<file path="src/hw/rtl/mhpq_pkg.sv">
// ----------------------------------------------------------------------------
// mhpq_pkg
// Constants, codes and interface types of the max-heap priority queue.
// ----------------------------------------------------------------------------
`default_nettype none

package mhpq_pkg;

    localparam int CAPACITY   = 64;
    localparam int MAP_DEPTH  = 256;
    localparam int VALUE_BITS = 32;

    localparam int VAL_W   = VALUE_BITS;
    localparam int SLOT_W  = $clog2(CAPACITY + 1);
    localparam int MAP_AW  = (MAP_DEPTH > 1) ? $clog2(MAP_DEPTH) : 1;
    localparam int OP_W    = 3;
    localparam int ST_W    = 2;
    localparam int COUNT_W = 7;

    localparam int IN_BITS  = OP_W + VAL_W;
    localparam int IN_W     = ((IN_BITS + 7) / 8) * 8;
    localparam int OUT_BITS = ST_W + VAL_W + 1 + COUNT_W + VAL_W + 1;
    localparam int OUT_W    = ((OUT_BITS + 7) / 8) * 8;

    localparam logic signed [VAL_W-1:0] MAP_LIM = VAL_W'(MAP_DEPTH);

    // operation codes
    localparam logic [OP_W-1:0] OP_INSERT   = 3'd0;
    localparam logic [OP_W-1:0] OP_POP      = 3'd1;
    localparam logic [OP_W-1:0] OP_REMOVE   = 3'd2;
    localparam logic [OP_W-1:0] OP_CONTAINS = 3'd3;
    localparam logic [OP_W-1:0] OP_CLEAR    = 3'd4;

    // status codes
    localparam logic [ST_W-1:0] ST_OK   = 2'd0;
    localparam logic [ST_W-1:0] ST_MISS = 2'd1;
    localparam logic [ST_W-1:0] ST_FULL = 2'd2;

    // datapath micro-operations
    localparam int UOP_W = 5;
    localparam logic [UOP_W-1:0] UOP_NOP       = 5'd0;
    localparam logic [UOP_W-1:0] UOP_ACCEPT    = 5'd1;
    localparam logic [UOP_W-1:0] UOP_INS       = 5'd2;
    localparam logic [UOP_W-1:0] UOP_FULL      = 5'd3;
    localparam logic [UOP_W-1:0] UOP_MISS      = 5'd4;
    localparam logic [UOP_W-1:0] UOP_POP       = 5'd5;
    localparam logic [UOP_W-1:0] UOP_LOADLAST  = 5'd6;
    localparam logic [UOP_W-1:0] UOP_RD_MAP    = 5'd7;
    localparam logic [UOP_W-1:0] UOP_SCAN_INIT = 5'd8;
    localparam logic [UOP_W-1:0] UOP_RD_IDX    = 5'd9;
    localparam logic [UOP_W-1:0] UOP_IDX_INC   = 5'd10;
    localparam logic [UOP_W-1:0] UOP_FOUND     = 5'd11;
    localparam logic [UOP_W-1:0] UOP_REM       = 5'd12;
    localparam logic [UOP_W-1:0] UOP_UP_RD     = 5'd13;
    localparam logic [UOP_W-1:0] UOP_UP_MOVE   = 5'd14;
    localparam logic [UOP_W-1:0] UOP_DN_RD     = 5'd15;
    localparam logic [UOP_W-1:0] UOP_DN_MOVE   = 5'd16;
    localparam logic [UOP_W-1:0] UOP_PLACE     = 5'd17;
    localparam logic [UOP_W-1:0] UOP_CLEAR     = 5'd18;

    typedef struct packed {
        logic [UOP_W-1:0] uop;
        logic             out_ld;
    } t_cmd;

    typedef struct packed {
        logic [OP_W-1:0] op;
        logic            cnt_zero;
        logic            full;
        logic            map_hit;
        logic            rd_eq;
        logic            idx_eq_cnt;
        logic            idx_one;
        logic            first;
        logic            up_gt;
        logic            dn_move;
        logic            out_busy;
    } t_stat;

    function automatic logic f_mapped(input logic signed [VAL_W-1:0] v);
        return (v >= 0) && (v < MAP_LIM);
    endfunction

endpackage

`default_nettype wire

</file>
<file path="src/hw/rtl/mhpq_ctrl.sv">
// ----------------------------------------------------------------------------
// mhpq_ctrl
// Sequencer of the queue: decodes each beat and steps the datapath.
// ----------------------------------------------------------------------------
`default_nettype none

module mhpq_ctrl (
    input  wire logic            i_clk,
    input  wire logic            i_rst_n,
    input  wire logic            i_in_valid,
    input  wire mhpq_pkg::t_stat i_stat,
    output logic                 o_in_ready,
    output mhpq_pkg::t_cmd       o_cmd
);

    localparam logic [3:0] S_IDLE     = 4'd0;
    localparam logic [3:0] S_DEC      = 4'd1;
    localparam logic [3:0] S_LOC1     = 4'd2;
    localparam logic [3:0] S_LOC2     = 4'd3;
    localparam logic [3:0] S_SCAN_RD  = 4'd4;
    localparam logic [3:0] S_SCAN_CMP = 4'd5;
    localparam logic [3:0] S_HIT      = 4'd6;
    localparam logic [3:0] S_POPLD    = 4'd7;
    localparam logic [3:0] S_REMLD    = 4'd8;
    localparam logic [3:0] S_UP_RD    = 4'd9;
    localparam logic [3:0] S_UP_CMP   = 4'd10;
    localparam logic [3:0] S_DN_RD    = 4'd11;
    localparam logic [3:0] S_DN_CMP   = 4'd12;
    localparam logic [3:0] S_FIN      = 4'd13;

    logic [3:0] r_state, n_state;

    always_ff @(posedge i_clk) begin
        if (!i_rst_n) begin
            r_state <= S_IDLE;
        end else begin
            r_state <= n_state;
        end
    end

    assign o_in_ready = (r_state == S_IDLE);

    always_comb begin
        n_state      = r_state;
        o_cmd.uop    = mhpq_pkg::UOP_NOP;
        o_cmd.out_ld = 1'b0;
        unique case (r_state)
            S_IDLE: begin
                if (i_in_valid) begin
                    o_cmd.uop = mhpq_pkg::UOP_ACCEPT;
                    n_state   = S_DEC;
                end
            end
            S_DEC: begin
                n_state = S_FIN;
                case (i_stat.op)
                    mhpq_pkg::OP_INSERT: begin
                        if (i_stat.full) begin
                            o_cmd.uop = mhpq_pkg::UOP_FULL;
                        end else begin
                            o_cmd.uop = mhpq_pkg::UOP_INS;
                            n_state   = S_UP_RD;
                        end
                    end
                    mhpq_pkg::OP_POP: begin
                        if (i_stat.cnt_zero) begin
                            o_cmd.uop = mhpq_pkg::UOP_MISS;
                        end else begin
                            o_cmd.uop = mhpq_pkg::UOP_POP;
                            n_state   = S_POPLD;
                        end
                    end
                    mhpq_pkg::OP_REMOVE, mhpq_pkg::OP_CONTAINS: begin
                        if (i_stat.cnt_zero) begin
                            o_cmd.uop = mhpq_pkg::UOP_MISS;
                        end else begin
                            n_state = S_LOC1;
                        end
                    end
                    mhpq_pkg::OP_CLEAR: o_cmd.uop = mhpq_pkg::UOP_CLEAR;
                    default: ;
                endcase
            end
            S_LOC1: begin
                if (i_stat.map_hit) begin
                    o_cmd.uop = mhpq_pkg::UOP_RD_MAP;
                    n_state   = S_LOC2;
                end else begin
                    o_cmd.uop = mhpq_pkg::UOP_SCAN_INIT;
                    n_state   = S_SCAN_RD;
                end
            end
            S_LOC2: begin
                if (i_stat.rd_eq) begin
                    n_state = S_HIT;
                end else begin
                    o_cmd.uop = mhpq_pkg::UOP_SCAN_INIT;
                    n_state   = S_SCAN_RD;
                end
            end
            S_SCAN_RD: begin
                o_cmd.uop = mhpq_pkg::UOP_RD_IDX;
                n_state   = S_SCAN_CMP;
            end
            S_SCAN_CMP: begin
                if (i_stat.rd_eq) begin
                    n_state = S_HIT;
                end else if (i_stat.idx_eq_cnt) begin
                    o_cmd.uop = mhpq_pkg::UOP_MISS;
                    n_state   = S_FIN;
                end else begin
                    o_cmd.uop = mhpq_pkg::UOP_IDX_INC;
                    n_state   = S_SCAN_RD;
                end
            end
            S_HIT: begin
                if (i_stat.op == mhpq_pkg::OP_CONTAINS) begin
                    o_cmd.uop = mhpq_pkg::UOP_FOUND;
                    n_state   = S_FIN;
                end else begin
                    o_cmd.uop = mhpq_pkg::UOP_REM;
                    n_state   = i_stat.idx_eq_cnt ? S_FIN : S_REMLD;
                end
            end
            S_POPLD: begin
                o_cmd.uop = mhpq_pkg::UOP_LOADLAST;
                n_state   = i_stat.cnt_zero ? S_FIN : S_DN_RD;
            end
            S_REMLD: begin
                o_cmd.uop = mhpq_pkg::UOP_LOADLAST;
                n_state   = S_UP_RD;
            end
            S_UP_RD: begin
                if (!i_stat.idx_one) begin
                    o_cmd.uop = mhpq_pkg::UOP_UP_RD;
                    n_state   = S_UP_CMP;
                end else if (i_stat.first) begin
                    n_state = S_DN_RD;
                end else begin
                    o_cmd.uop = mhpq_pkg::UOP_PLACE;
                    n_state   = S_FIN;
                end
            end
            S_UP_CMP: begin
                if (i_stat.up_gt) begin
                    o_cmd.uop = mhpq_pkg::UOP_UP_MOVE;
                    n_state   = S_UP_RD;
                end else if (i_stat.first) begin
                    n_state = S_DN_RD;
                end else begin
                    o_cmd.uop = mhpq_pkg::UOP_PLACE;
                    n_state   = S_FIN;
                end
            end
            S_DN_RD: begin
                o_cmd.uop = mhpq_pkg::UOP_DN_RD;
                n_state   = S_DN_CMP;
            end
            S_DN_CMP: begin
                if (i_stat.dn_move) begin
                    o_cmd.uop = mhpq_pkg::UOP_DN_MOVE;
                    n_state   = S_DN_RD;
                end else begin
                    o_cmd.uop = mhpq_pkg::UOP_PLACE;
                    n_state   = S_FIN;
                end
            end
            S_FIN: begin
                if (!i_stat.out_busy) begin
                    o_cmd.out_ld = 1'b1;
                    n_state      = S_IDLE;
                end
            end
            default: n_state = S_IDLE;
        endcase
    end

endmodule

`default_nettype wire

</file>
<file path="config.mk">
export PLATFORM = sky130hd
export DESIGN_NAME = mhpq_ctrl
export DESIGN_NICKNAME = d
export VERILOG_FILES = /design/src/hw/rtl/mhpq_pkg.sv /design/src/hw/rtl/mhpq_ctrl.sv
export SDC_FILE = /design/constraint.sdc
export NUM_CORES = 1
export LEC_CHECK = 0
export BUFFER_PORTS_ARGS = -buffer_cell sky130_fd_sc_hd__buf_4
export CORE_UTILIZATION = 50
export DETAILED_ROUTE_END_ITERATION = 8
export PLACE_DENSITY = 0.76
export SLEW_MARGIN = 20
export SYNTH_ARGS = -nofsm -noshare
export SYNTH_HDL_FRONTEND = slang
export SYNTH_SLANG_ARGS = --single-unit
</file>
<file path="constraint.sdc">
create_clock -name i_clk -period 1.7 [get_ports i_clk]
set_clock_uncertainty 0.15 [all_clocks]
set_input_delay 0.34 -clock i_clk [delete_from_list [all_inputs] [get_ports i_clk]]
set_output_delay 0.34 -clock i_clk [all_outputs]
set_load 0.01 [all_outputs]
</file>
==> qor.yml, run 1 <==
clock_network:
  hold_buffers: 0
  numCtsBuffers: 3
  root_buffer: "clkbuf_4"
  cts.sinks: 4
  htree_levels: 1
  cts_buffer_depth: 2
logic_synthesis:
  synth_fp_nets: 134
  yosys_most_used_dff: "dfxtp_1"
  synth_cell_types: 39
  async_flop_share_pct: 0
  postSynthCellCount: 118
  syn_area_per_cell_um2: 6.351
  syn_area_um2: 749.5
  synth-seq-cells: 4
  synth-edff-count: 0
  ys_warn_count: 0
  ys_seq_area_share_pct: 10.68
run_status:
  status: "aborted with a tool error"
  error: "[ERROR DPL-0038] Utilization greater than 100%, impossible to legalize"
  failed_stage: "5_1_grt"
floorplanning:
  start_util_pct: 55.51
  dieWidth_um: 40.72
  fp-row-count: 13
  ios: 23
  die_h_um: 40.72
place:
  placement.io_buffers: 22
  pre_cts_ws_ps: -227.4
  gp_congestion: 0.8992
  place_hpwl_um: 2402
  placed_cell_area_um2: 1157
global_route:
  grt_max_degree: 12
timing:
  worst_endpoint: "o_cmd[1]"
  worstEpCategory: "primary output"
## metrics by stage
step           hold WS (ps)  instances
3_5_place_dp          446.3        182
4_1_cts               192.9        189
3_3_place_gp          438.5        182
2_1_floorplan         317.9        118
## cells by family after synthesis
logic type	Yosys count	synth area share, %
simple gates	54	37.73
compound gates	44	38.57
xor+xnor	1	1.169
flops	4	10.68
buf+inv	12	7.844
mux	3	4.007
## repair_timing
| action | in CTS |
|---|---|
| pin swaps | 6 |
| buffers inserted | 4 |
| setup endpoints to repair | 9 |
| gates resized for setup | 24 |
## cell usage after synthesis (all sizes together) (2+ instances only)
cell type | instances | area, um2
nor2 | 15 | 56.30
o21ai | 12 | 63.81
nand2 | 9 | 33.78
a21oi | 7 | 35.03
buf | 7 | 40.03
a31oi | 5 | 31.28
nand3 | 5 | 25.02
dfxtp | 4 | 80.08
inv | 4 | 15.01
nand2b | 4 | 27.53
nand3b | 4 | 30.03
or3 | 4 | 25.02
a22oi | 3 | 22.52
a31o | 3 | 26.28
mux2i | 3 | 30.03
nor2b | 3 | 18.77
nor3 | 3 | 15.01
o22ai | 3 | 18.77
a21boi | 2 | 15.02
a21o | 2 | 15.01
nand4 | 2 | 12.51
==> run 2, diff against run 1 <==
--- a/config.mk
+++ b/config.mk
@@ -6,9 +6,10 @@
 export NUM_CORES = 1
 export LEC_CHECK = 0
 export BUFFER_PORTS_ARGS = -buffer_cell sky130_fd_sc_hd__buf_4
-export CORE_UTILIZATION = 50
+export CORE_AREA = 2 2 63 65
 export DETAILED_ROUTE_END_ITERATION = 8
-export PLACE_DENSITY = 0.76
+export DIE_AREA = 0 0 65 67
+export PLACE_DENSITY_LB_ADDON = 0.15
 export SLEW_MARGIN = 20
 export SYNTH_ARGS = -nofsm -noshare
 export SYNTH_HDL_FRONTEND = slang
==> run 2 against run 1 <==
Net effect:
- the flow now finishes, with violations (negative setup slack)
- synthesized cell count stayed put
- synthesized area unchanged
==> qor.yml, run 2 <==
floorplanning:
  dieWidth_um: 65  # was 40.72 um
  core_um2: 3606
  ios: 23  # unchanged
  die_h_um: 67  # was 40.72 um
  fp-row-count: 22  # was 13
  start_util_pct: 20.78  # was 55.51%
  dieArea_um2: 4355
final_layout:
  finalNonFillerCells: 236
  fin_area_um2: 1608
  drive_gt1_share_pct: 60.64
  reg_top3: "r_state: 4 flops"
  syn2layout_area_growth_pct: 114.5
  largest_reg_flops: 4
  layout_commonest_cell: "buf_4"
  final_cell_mix: "buf_4, nor2_1, buf_6"
  n_antenna_cell: 0
  fin_nets: 206
  largest_register: "r_state"
place:
  pre_cts_ws_ps: -225.8  # was -227.4 ps
  gp_congestion: 0.8611  # was 0.8992
  placed_cell_area_um2: 1264  # was 1157 um2
  place_inst: 222  # was 182
  place_hpwl_um: 2503  # was 2402 um
  placement.io_buffers: 22  # unchanged
setup_path:
  critPathBufInv: 3
  crit_family: "simple AND/OR/NAND/NOR gates"
  worst-setup-path-type: "primary input to primary output"
  crit_chain: "buf_4, buf_4, and3b_2, o32a_1, nor2_1, nor2_2, nand2_1, buf_4"
  r2r-start: "r_state[1]$_SDFFE_PN0P_"
  r2r_slack_ps: -190
  crit_arrival_ps: 1460
  cp-start-kind: "primary input"
  critPathLaunch: "i_stat[11]"
  critical_path_required_ps: 1210
  worstSetupPathDepth: 8
  r2r_cells: 8
  end_kind: "primary output"
  cp_max_fo: 3
  rr_endpoint: "r_state[0]$_SDFFE_PN0P_"
  critical-path-max-stage-delay_ps: 330
  critical_path.slowest_cell: "o32a_1"
  critical_path.most_common_cell: "buf_4"
clock_network:
  cts_tree: "yes"
  cts_buffer_depth: 2  # unchanged
  clkLatencyLatePin_ps: 210
  htree_levels: 1  # unchanged
  numCtsBuffers: 3  # unchanged
  cts.sinks: 4  # unchanged
  root_buffer: "clkbuf_8"  # was clkbuf_4
  clkSlewWorstSetupHoldPaths_ps: 30
global_route:
  grt_max_degree: 11
  track_usage_pct: 16.57
  grt_pass1_vias: 1152
  grt_antenna_before_repair: 0
  overflow: 0
  grt_pass1_wl_um: 5492
run_status:
  status: "finished, violations left"  # was aborted with a tool error
  violations: "negative setup slack"
logic_synthesis:
  async_flop_share_pct: 0  # unchanged
  synth-edff-count: 0  # unchanged
  yosys_most_used_dff: "dfxtp_1"  # unchanged
  synth_fp_nets: 134  # unchanged
  ys_top_cells_by_area: "dfxtp_1, nor2_1, o21ai_0"  # unchanged
  syn_area_um2: 749.5  # unchanged
  postSynthCellCount: 118  # unchanged
  synth-seq-cells: 4  # unchanged
  synth_top_area_share_pct: 10.68  # unchanged
  syn_area_per_cell_um2: 6.351  # unchanged
  synth_common_cells: "nor2_1, o21ai_0, nand2_1"  # unchanged
  synth_cell_types: 39  # unchanged
  ys_seq_area_share_pct: 10.68  # unchanged
  yosysMostFrequentCell: "nor2_1"  # unchanged
  ys_warn_count: 0  # unchanged
  yosysTopAreaCell: "dfxtp_1"  # unchanged
pwr:
  p_leak_uw: 0.0007209
  pwr-share-seq_pct: 9.1
  switchingPower_uw: 1133
  peakVddDrop_uv: 798.8
  p_int_uw: 1556
  switching_share_pct: 42.14
  combPwrFrac_pct: 83.5
  pwr-share-clk_pct: 7.4
  power_density_nw_per_um2: 1673
  fin_total_pwr_uw: 2689
worst_hold_path:
  min-delay-start: "i_stat[0]"
  min_to: "r_state[0]$_SDFFE_PN0P_"
  worstHoldPathCells: 2
  hp-class: "primary input to register"
flow_run:
  maxCapViolations: 0
timing:
  fmax_mhz: 514.0
  slew_headroom_pct: 76.50
  finalCritPeriodShare_pct: 114.5
  period_needed_ps: 1946
  worst_slack_ps: -245.7
  finalSetupViolCount: 9
  hold_viol_final: 0
  drv_slew: 0
  worstMarginPinSlew_ps: 351.6
  rsz0062_at_grt: "yes"
routing:
  ant_nets: 0
  drc: 0
  drt_iter0_drc: 54
  routedWlPerCell_um: 14.78
  wirelength_um: 3488
  firstDrtPassIters: 4
  via_count: 1179
  vias_per_cell: 4.996
==> run 2: cell counts after synthesis <==
Identical to the previous run, type by type.
==> run 2: how the worst max path moves through the flow <==
stage	endpoint
after floorplan	o_cmd[2]
after global placement	o_cmd[2]
after detailed placement	o_cmd[2]
after CTS	o_cmd[4]
after global routing	o_cmd[3]
final	o_cmd[3]
==> run 2: cell families after synthesis <==
logic type | Yosys count | share of synthesized area (%)
AO/OA/AOI/OAI | 44 | 38.57
XOR/XNOR | 1 | 1.169
buffers and inverters | 12 | 7.844
flip-flops | 4 | 10.68
multiplexers | 3 | 4.007
AND/OR/NAND/NOR | 54 | 37.73
==> run 2: layer usage <==
layer	part of all wire [%]	up-vias	track usage, %	wire length (um)
met5	0	-	0	0
met4	1.6	0	4.787	55
met3	3.9	4	2.872	136
met2	49	36	28.74	1720
met1	45	553	20.86	1576
li1	-	586	-	-
==> run 2: metrics by stage <==
stage                     setup TNS (ps)  utilization (%)  hold slack, ps
after CTS                          -1147            42.19           243.8
after detailed placement           -1257            35.05           463.8
after floorplan                        0                -           317.9
final                              -1640            44.59           241.6
after global routing               -2095            44.59           245.8
after global placement             -1239            35.05           452.8
==> run 2: power by group through the flow <==
| stage | clock network [uW] | logic (uW) | registers (uW) |
|---|---|---|---|
| 6_report | 198 | 2250 | 246 |
| 5_1_grt | 220 | 2400 | 252 |
| 4_1_cts | 207 | 2020 | 242 |
| 3_5_place_dp | 0 | 1640 | 201 |
| 3_3_place_gp | 0 | 1660 | 202 |
| 2_1_floorplan | 0 | 822 | 168 |
==> run 2: what timing repair did <==
item,CTS,global route
hold endpoints to repair,0,0
hold buffers,0,0
pin swaps,12,11
gates resized for setup,40,13
setup endpoints to repair,9,10
gates cloned,2,0
buffers inserted,6,5
==> run 2: cell type report <==
| class | count | area (um2) |
|---|---|---|
| timing repair buffer | 75 | 631.9 |
| clock buffer | 3 | 41.29 |
| tap | 48 | 60.06 |
| sequential | 4 | 92.59 |
| multi-input combinational | 102 | 767.0 |
| inverter | 4 | 15.01 |
| fill | 358 | 1998 |
No activity file was read; power rests on OpenSTA's default activity.
==> run 3, diff against run 2 <==
--- a/config.mk
+++ b/config.mk
@@ -9,7 +9,9 @@
 export CORE_AREA = 2 2 63 65
 export DETAILED_ROUTE_END_ITERATION = 8
 export DIE_AREA = 0 0 65 67
+export GPL_ROUTABILITY_DRIVEN = 0
 export PLACE_DENSITY_LB_ADDON = 0.15
+export SKIP_LAST_GASP = 1
 export SLEW_MARGIN = 20
 export SYNTH_ARGS = -nofsm -noshare
 export SYNTH_HDL_FRONTEND = slang
==> run 3 against run 2 <==
Net effect:
- the flow still finishes with violations (negative setup slack)
- count of clock-buffer cells in the layout unchanged
- die area is the same
- worst setup slack got worse by 17 ps
- maximum frequency is 0.85% lower
- register-to-register slack gained 60 ps
- critical path depth fell by 2
- final cell count fell by 0.85%
- total power is 2.1% lower
- sequential cell count is the same
- critical path type is now register to primary output
- largest cell class unchanged
==> qor.yml, run 3 (synthesized netlist as in run 2, its figures left out) <==
run_status:
  status: "finished, violations left"  # unchanged
  violations: "negative setup slack"  # unchanged
global_route:
  overflow: 0  # unchanged
  track_usage_pct: 16.49  # was 16.57%
  grt_pass1_vias: 1147  # was 1,152
  grt_antenna_before_repair: 0  # unchanged
  grt_max_degree: 11  # unchanged
  grt_pass1_wl_um: 5471  # was 5492 um
timing:
  rsz0062_at_grt: "yes"  # unchanged
  drv_slew: 0  # unchanged
  finalSetupViolCount: 9  # unchanged
  fmax_mhz: 509.6  # was 514.0 MHz
  finalCritPeriodShare_pct: 115.4  # was 114.5%
  period_needed_ps: 1962  # was 1946 ps
  worstMarginPinSlew_ps: 381.0  # was 351.6 ps
  hold_viol_final: 0  # unchanged
  worst_slack_ps: -262.5  # was -245.7 ps
  slew_headroom_pct: 74.55  # was 76.50%
final_layout:
  n_antenna_cell: 0  # unchanged
  final_cell_mix: "buf_4, nor2_1, buf_6"  # unchanged
  layout_commonest_cell: "buf_4"  # unchanged
  largest_reg_flops: 4  # unchanged
  fillers: 360  # was 358
  drive_gt1_share_pct: 59.14  # was 60.64%
  syn2layout_area_growth_pct: 113.0  # was 114.5%
  fin_util_pct: 44.27  # was 44.59%
  fin_nets: 204  # was 206
  largest_register: "r_state"  # unchanged
  reg_top3: "r_state: 4 flops"  # unchanged
setup_path:
  critical-path-max-stage-delay_ps: 360  # was 330 ps
  rr_endpoint: "r_state[2]$_SDFFE_PN0P_"  # was r_state[0]$_SDFFE_PN0P_
  r2r_slack_ps: -130  # was -190 ps
  end_kind: "primary output"  # unchanged
  worst-setup-path-type: "register to primary output"  # was primary input to primary output
  critical_path.most_common_cell: "buf_4"  # unchanged
  crit_arrival_ps: 1470  # was 1460 ps
  critical_path_required_ps: 1210  # about the same
  cp_max_fo: 7  # was 3
  r2r-start: "r_state[1]$_SDFFE_PN0P_"  # unchanged
  critical_path.slowest_cell: "dfxtp_4"  # was o32a_1
  cp-start-kind: "register"  # was primary input
  crit_chain: "buf_4, bufbuf_16, nor2_4, a21oi_1, nand4_1, buf_4"  # was buf_4, buf_4, and3b_2, o32a_1, nor2_1, nor2_2, nand2_1, buf_4
  r2r_cells: 7  # was 8
place:
  placement.io_buffers: 22  # unchanged
  pre_cts_ws_ps: -225.8  # unchanged
  place_hpwl_um: 2503  # unchanged
routing:
  drt_iter0_drc: 62  # was 54
  via_count: 1182  # was 1,179
  firstDrtPassIters: 4  # unchanged
  routedWlPerCell_um: 14.66  # was 14.78 um
  vias_per_cell: 5.051  # was 4.996
  wirelength_um: 3431  # was 3488 um
  drc: 0  # unchanged
  ant_nets: 0  # unchanged
worst_hold_path:
  min_to: "r_state[0]$_SDFFE_PN0P_"  # unchanged
  worstHoldPathCells: 2  # unchanged
  hp-class: "primary input to register"  # unchanged
  min-delay-start: "i_stat[0]"  # unchanged
pwr:
  pwr-share-clk_pct: 7.5  # was 7.4%
  switching_share_pct: 42.51  # was 42.14%
  p_int_uw: 1513  # was 1556 uW
  switchingPower_uw: 1119  # was 1133 uW
  p_leak_uw: 0.0007173  # was 0.0007209 uW
  power_density_nw_per_um2: 1649  # was 1673 nW/um2
  pwr-share-seq_pct: 9.3  # was 9.1%
  combPwrFrac_pct: 83.1  # was 83.5%
  fin_total_pwr_uw: 2632  # was 2689 uW
  peakVddDrop_uv: 813.7  # was 798.8 uV
floorplanning:
  fp-row-count: 22  # unchanged
  core_um2: 3606  # unchanged
  dieWidth_um: 65  # unchanged
  start_util_pct: 20.78  # unchanged
  ios: 23  # unchanged
  die_h_um: 67  # unchanged
  dieArea_um2: 4355  # unchanged
clock_network:
  cts_buffer_depth: 2  # unchanged
  numCtsBuffers: 3  # unchanged
  cts_tree: "yes"  # unchanged
  htree_levels: 1  # unchanged
  cts.sinks: 4  # unchanged
  hold_buffers: 0  # unchanged
  clkSlewWorstSetupHoldPaths_ps: 30  # about the same
  root_buffer: "clkbuf_8"  # unchanged
  clkLatencyLatePin_ps: 210  # about the same
flow_run:
  maxCapViolations: 0  # unchanged
run 3: worst max-delay path by stage:
| stage | from | endpoint | slack, ps |
|---|---|---|---|
| after floorplan | i_stat[11] | o_cmd[2] | 10 |
| after detailed placement | i_stat[11] | o_cmd[2] | -230 |
| after global routing | r_state[1]$_SDFFE_PN0P_ | o_cmd[3] | -340 |
| after global placement | i_stat[11] | o_cmd[2] | -220 |
| after CTS | r_state[0]$_SDFFE_PN0P_ | o_cmd[4] | -250 |
| final | r_state[1]$_SDFFE_PN0P_ | o_cmd[1] | -260 |
run 3: timing repair:
item | in CTS | in global routing
setup endpoints to repair | 9 | 10
pin swaps | 10 | 13
buffers inserted | 6 | 2
cloned | 2 | 0
gates resized for setup | 33 | 19
hold endpoints to repair | 0 | 0
run 3: final cells by class:
cell class / instances / area (um2) / area share, %
tap: 48 / 60.06 / 3.762
clock buffer: 3 / 41.29 / 2.586
sequential: 4 / 92.59 / 5.799
timing repair buffer: 73 / 620.6 / 38.87
multi-input combinational: 102 / 767.0 / 48.04
inverter: 4 / 15.01 / 0.9404
run 3: worst max-delay path, delay by kind of cell, from the launching register on:
family | cells | cell delay, ps
compound gates | 1 | 100
buf+inv | 3 | 530
flops | 1 | 360
simple gates | 2 | 270
run 3: through the flow:
stage	instances	TNS [ps]	hold slack (ps)	cell area [um2]
6_report	234	-1593	254.1	1597
5_1_grt	234	-2061	255.6	1597
4_1_cts	232	-1329	243.8	1498
3_5_place_dp	222	-1257	463.8	1264
3_3_place_gp	222	-1239	452.8	1264
2_1_floorplan	118	0	317.9	754.5
run 3: power by group through the flow:
stage | sequential, uW | combinational [uW] | clock, uW
after floorplan | 168 | 822 | 0
after global placement | 202 | 1660 | 0
after detailed placement | 201 | 1640 | 0
after CTS | 242 | 1970 | 207
after global routing | 252 | 2340 | 220
final | 245 | 2190 | 198
run 3: routing by layer:
metal  up-vias  GRT usage (%)  part of all wire, %  wire length, um
met5         -              0                    0                0
met1       556          20.96                   45             1532
li1        583              -                    -                -
met2        39          28.35                   49             1684
met4         0          4.787                  1.7               58
met3         4          2.872                  4.6              157
==> run 4, diff against run 3 <==
==> constraint.sdc (replaced) <==
create_clock -name i_clk -period 2.1 [get_ports i_clk]
set_clock_uncertainty 0.15 [all_clocks]
set_input_delay 0.42 -clock i_clk [delete_from_list [all_inputs] [get_ports i_clk]]
set_output_delay 0.42 -clock i_clk [all_outputs]
set_load 0.01 [all_outputs]
==> run 4 against run 3 <==
Net effect:
- the run now ends clean
- count of clock-buffer cells in the layout did not move
- non-clock buffer count shrank 32
- combinational power fell by 43%
==> qor.yml, run 4 (synthesized netlist as in run 2, its figures left out) <==
run_status:
  status: "complete, no violations"  # was finished, violations left
setup_path:
  rr_endpoint: "r_state[0]$_SDFFE_PN0P_"  # was r_state[2]$_SDFFE_PN0P_
  end_kind: "primary output"  # unchanged
  cp_max_fo: 4  # was 7
  cp-start-kind: "primary input"  # was register
  r2r-start: "r_state[0]$_SDFFE_PN0P_"  # was r_state[1]$_SDFFE_PN0P_
  critical_path_required_ps: 1530  # was 1210 ps
  cp-endpoint: "o_cmd[2]"  # was o_cmd[1]
  r2r_slack_ps: 330  # was -130 ps
  crit_arrival_ps: 1500  # was 1470 ps
  r2r_cells: 6  # was 7
  critPathLaunch: "i_stat[11]"  # was r_state[1]$_SDFFE_PN0P_
  worst-setup-path-type: "primary input to primary output"  # was register to primary output
clock_network:
  clkSlewWorstSetupHoldPaths_ps: 30  # about the same
  cts_tree: "yes"  # unchanged
  hold_buffers: 0  # unchanged
  cts_buffer_depth: 2  # unchanged
  root_buffer: "clkbuf_8"  # unchanged
  cts.sinks: 4  # unchanged
  clkLatencyLatePin_ps: 220  # was 210 ps
  numCtsBuffers: 3  # unchanged
  htree_levels: 1  # unchanged
final_layout:
  fillers: 387  # was 360
  syn2layout_area_growth_pct: 62.60  # was 113.0%
  final_cell_mix: "buf_4, nor2_1, o21ai_0"  # was buf_4, nor2_1, buf_6
  reg_top3: "r_state: 4 flops"  # unchanged
  fin_area_um2: 1219  # was 1597 um2
  largest_reg_flops: 4  # unchanged
  layout_commonest_cell: "buf_4"  # unchanged
  fin_nets: 172  # was 204
  n_antenna_cell: 0  # unchanged
  drive_gt1_share_pct: 40.91  # was 59.14%
  largest_register: "r_state"  # unchanged
global_route:
  grt_antenna_before_repair: 0  # unchanged
  track_usage_pct: 13.76  # was 16.49%
  grt_pass1_vias: 952  # was 1,147
  grt_pass1_wl_um: 4623  # was 5471 um
  overflow: 0  # unchanged
  grt_max_degree: 13  # was 11
routing:
  wirelength_um: 2914  # was 3431 um
  drc: 0  # unchanged
  vias_per_cell: 5.188  # was 5.051
  drt_iter0_drc: 50  # was 62
  firstDrtPassIters: 4  # unchanged
  routedWlPerCell_um: 14.43  # was 14.66 um
  ant_nets: 0  # unchanged
  via_count: 1048  # was 1,182
place:
  placement.io_buffers: 22  # unchanged
  placed_cell_area_um2: 1086  # was 1264 um2
  place_hpwl_um: 2276  # was 2503 um
floorplanning:
  core_um2: 3606  # unchanged
  ios: 23  # unchanged
  start_util_pct: 20.78  # unchanged
  fp-row-count: 22  # unchanged
  dieWidth_um: 65  # unchanged
  die_h_um: 67  # unchanged
  dieArea_um2: 4355  # unchanged
timing:
  worstMarginPinSlew_ps: 433.0  # was 381.0 ps
  fmax_mhz: 482.0
  hold_viol_final: 0  # unchanged
  slew_headroom_pct: 71.03  # was 74.55%
  period_needed_ps: 2074
  finalHoldWorstSlack_ps: 301.7  # was 254.1 ps
  drv_slew: 0  # unchanged
  rsz0062_at_grt: "yes"  # unchanged
  finalSetupViolCount: 0  # was 9
  finalCritPeriodShare_pct: 98.78
pwr:
  power_density_nw_per_um2: 1323  # was 1649 nW/um2
  peakVddDrop_uv: 713.0  # was 813.7 uV
  p_leak_uw: 0.0005199  # was 0.0007173 uW
flow_run:
  maxCapViolations: 0  # unchanged
worst_hold_path:
  hp-class: "primary input to register"  # unchanged
## run 4: layout make-up
type / count / area, um2 / share of cell area [%]
Multi-Input combinational cell: 102 / 678.2 / 55.65
Timing Repair Buffer: 41 / 331.6 / 27.21
Sequential cell: 4 / 92.59 / 7.598
Tap cell: 48 / 60.06 / 4.928
Clock buffer: 3 / 41.29 / 3.388
Inverter: 4 / 15.01 / 1.232
## run 4: worst min path at each step
| stage | from | endpoint | depth (start not counted) |
|---|---|---|---|
| after floorplan | i_rst_n | r_state[2]$_SDFFE_PN0P_ | 1 |
| after global placement | i_stat[0] | r_state[0]$_SDFFE_PN0P_ | 2 |
| after detailed placement | i_stat[0] | r_state[0]$_SDFFE_PN0P_ | 2 |
| after CTS | i_stat[0] | r_state[0]$_SDFFE_PN0P_ | 2 |
| after global routing | i_stat[0] | r_state[0]$_SDFFE_PN0P_ | 2 |
| final | i_stat[0] | r_state[0]$_SDFFE_PN0P_ | 2 |
## run 4: power breakdown
part	total [uW]	leakage, uW	switching [uW]	internal, uW
combinational	1240	0.000463	626	616
sequential	203	0.0000353	75.8	128
clock	167	0.0000216	44.5	123
total	1610	0.000520	746	867
## run 4: timing repair
action	CTS	global route
buffers inserted	0	1
resized for setup	7	17
setup endpoints to repair	3	5
pin swaps	0	4
## run 4: layer usage
metal,share of wire (%),vias up,track usage [%]
li1,-,517,-
met3,5.1,6,2.703
met1,47,492,18.98
met2,46,33,21.01
met4,1.8,0,5.053
met5,0,-,0
## run 4: worst max-delay path, stage by stage
cell and delay [ps]:
buf_4 120, or2_2 300, or3_1 300, nand2_1 70, nand3b_1 80, nand3_1 90
buf_4 120
## run 4: stage by stage
| stage | instances | setup slack [ps] | total power (uW) | util, % | TNS, ps |
|---|---|---|---|---|---|
| global placement | 199 | 15.23 | 1308 | 30.12 | 0 |
| detailed placement | 199 | 19.50 | 1292 | 30.12 | 0 |
| global route | 202 | -52.85 | 1746 | 33.80 | -81.42 |
| finish | 202 | 25.52 | 1612 | 33.80 | 0 |
| floorplan | 118 | 233.8 | 796.8 | - | 0 |
| CTS | 201 | -8.594 | 1478 | 31.68 | -8.594 |
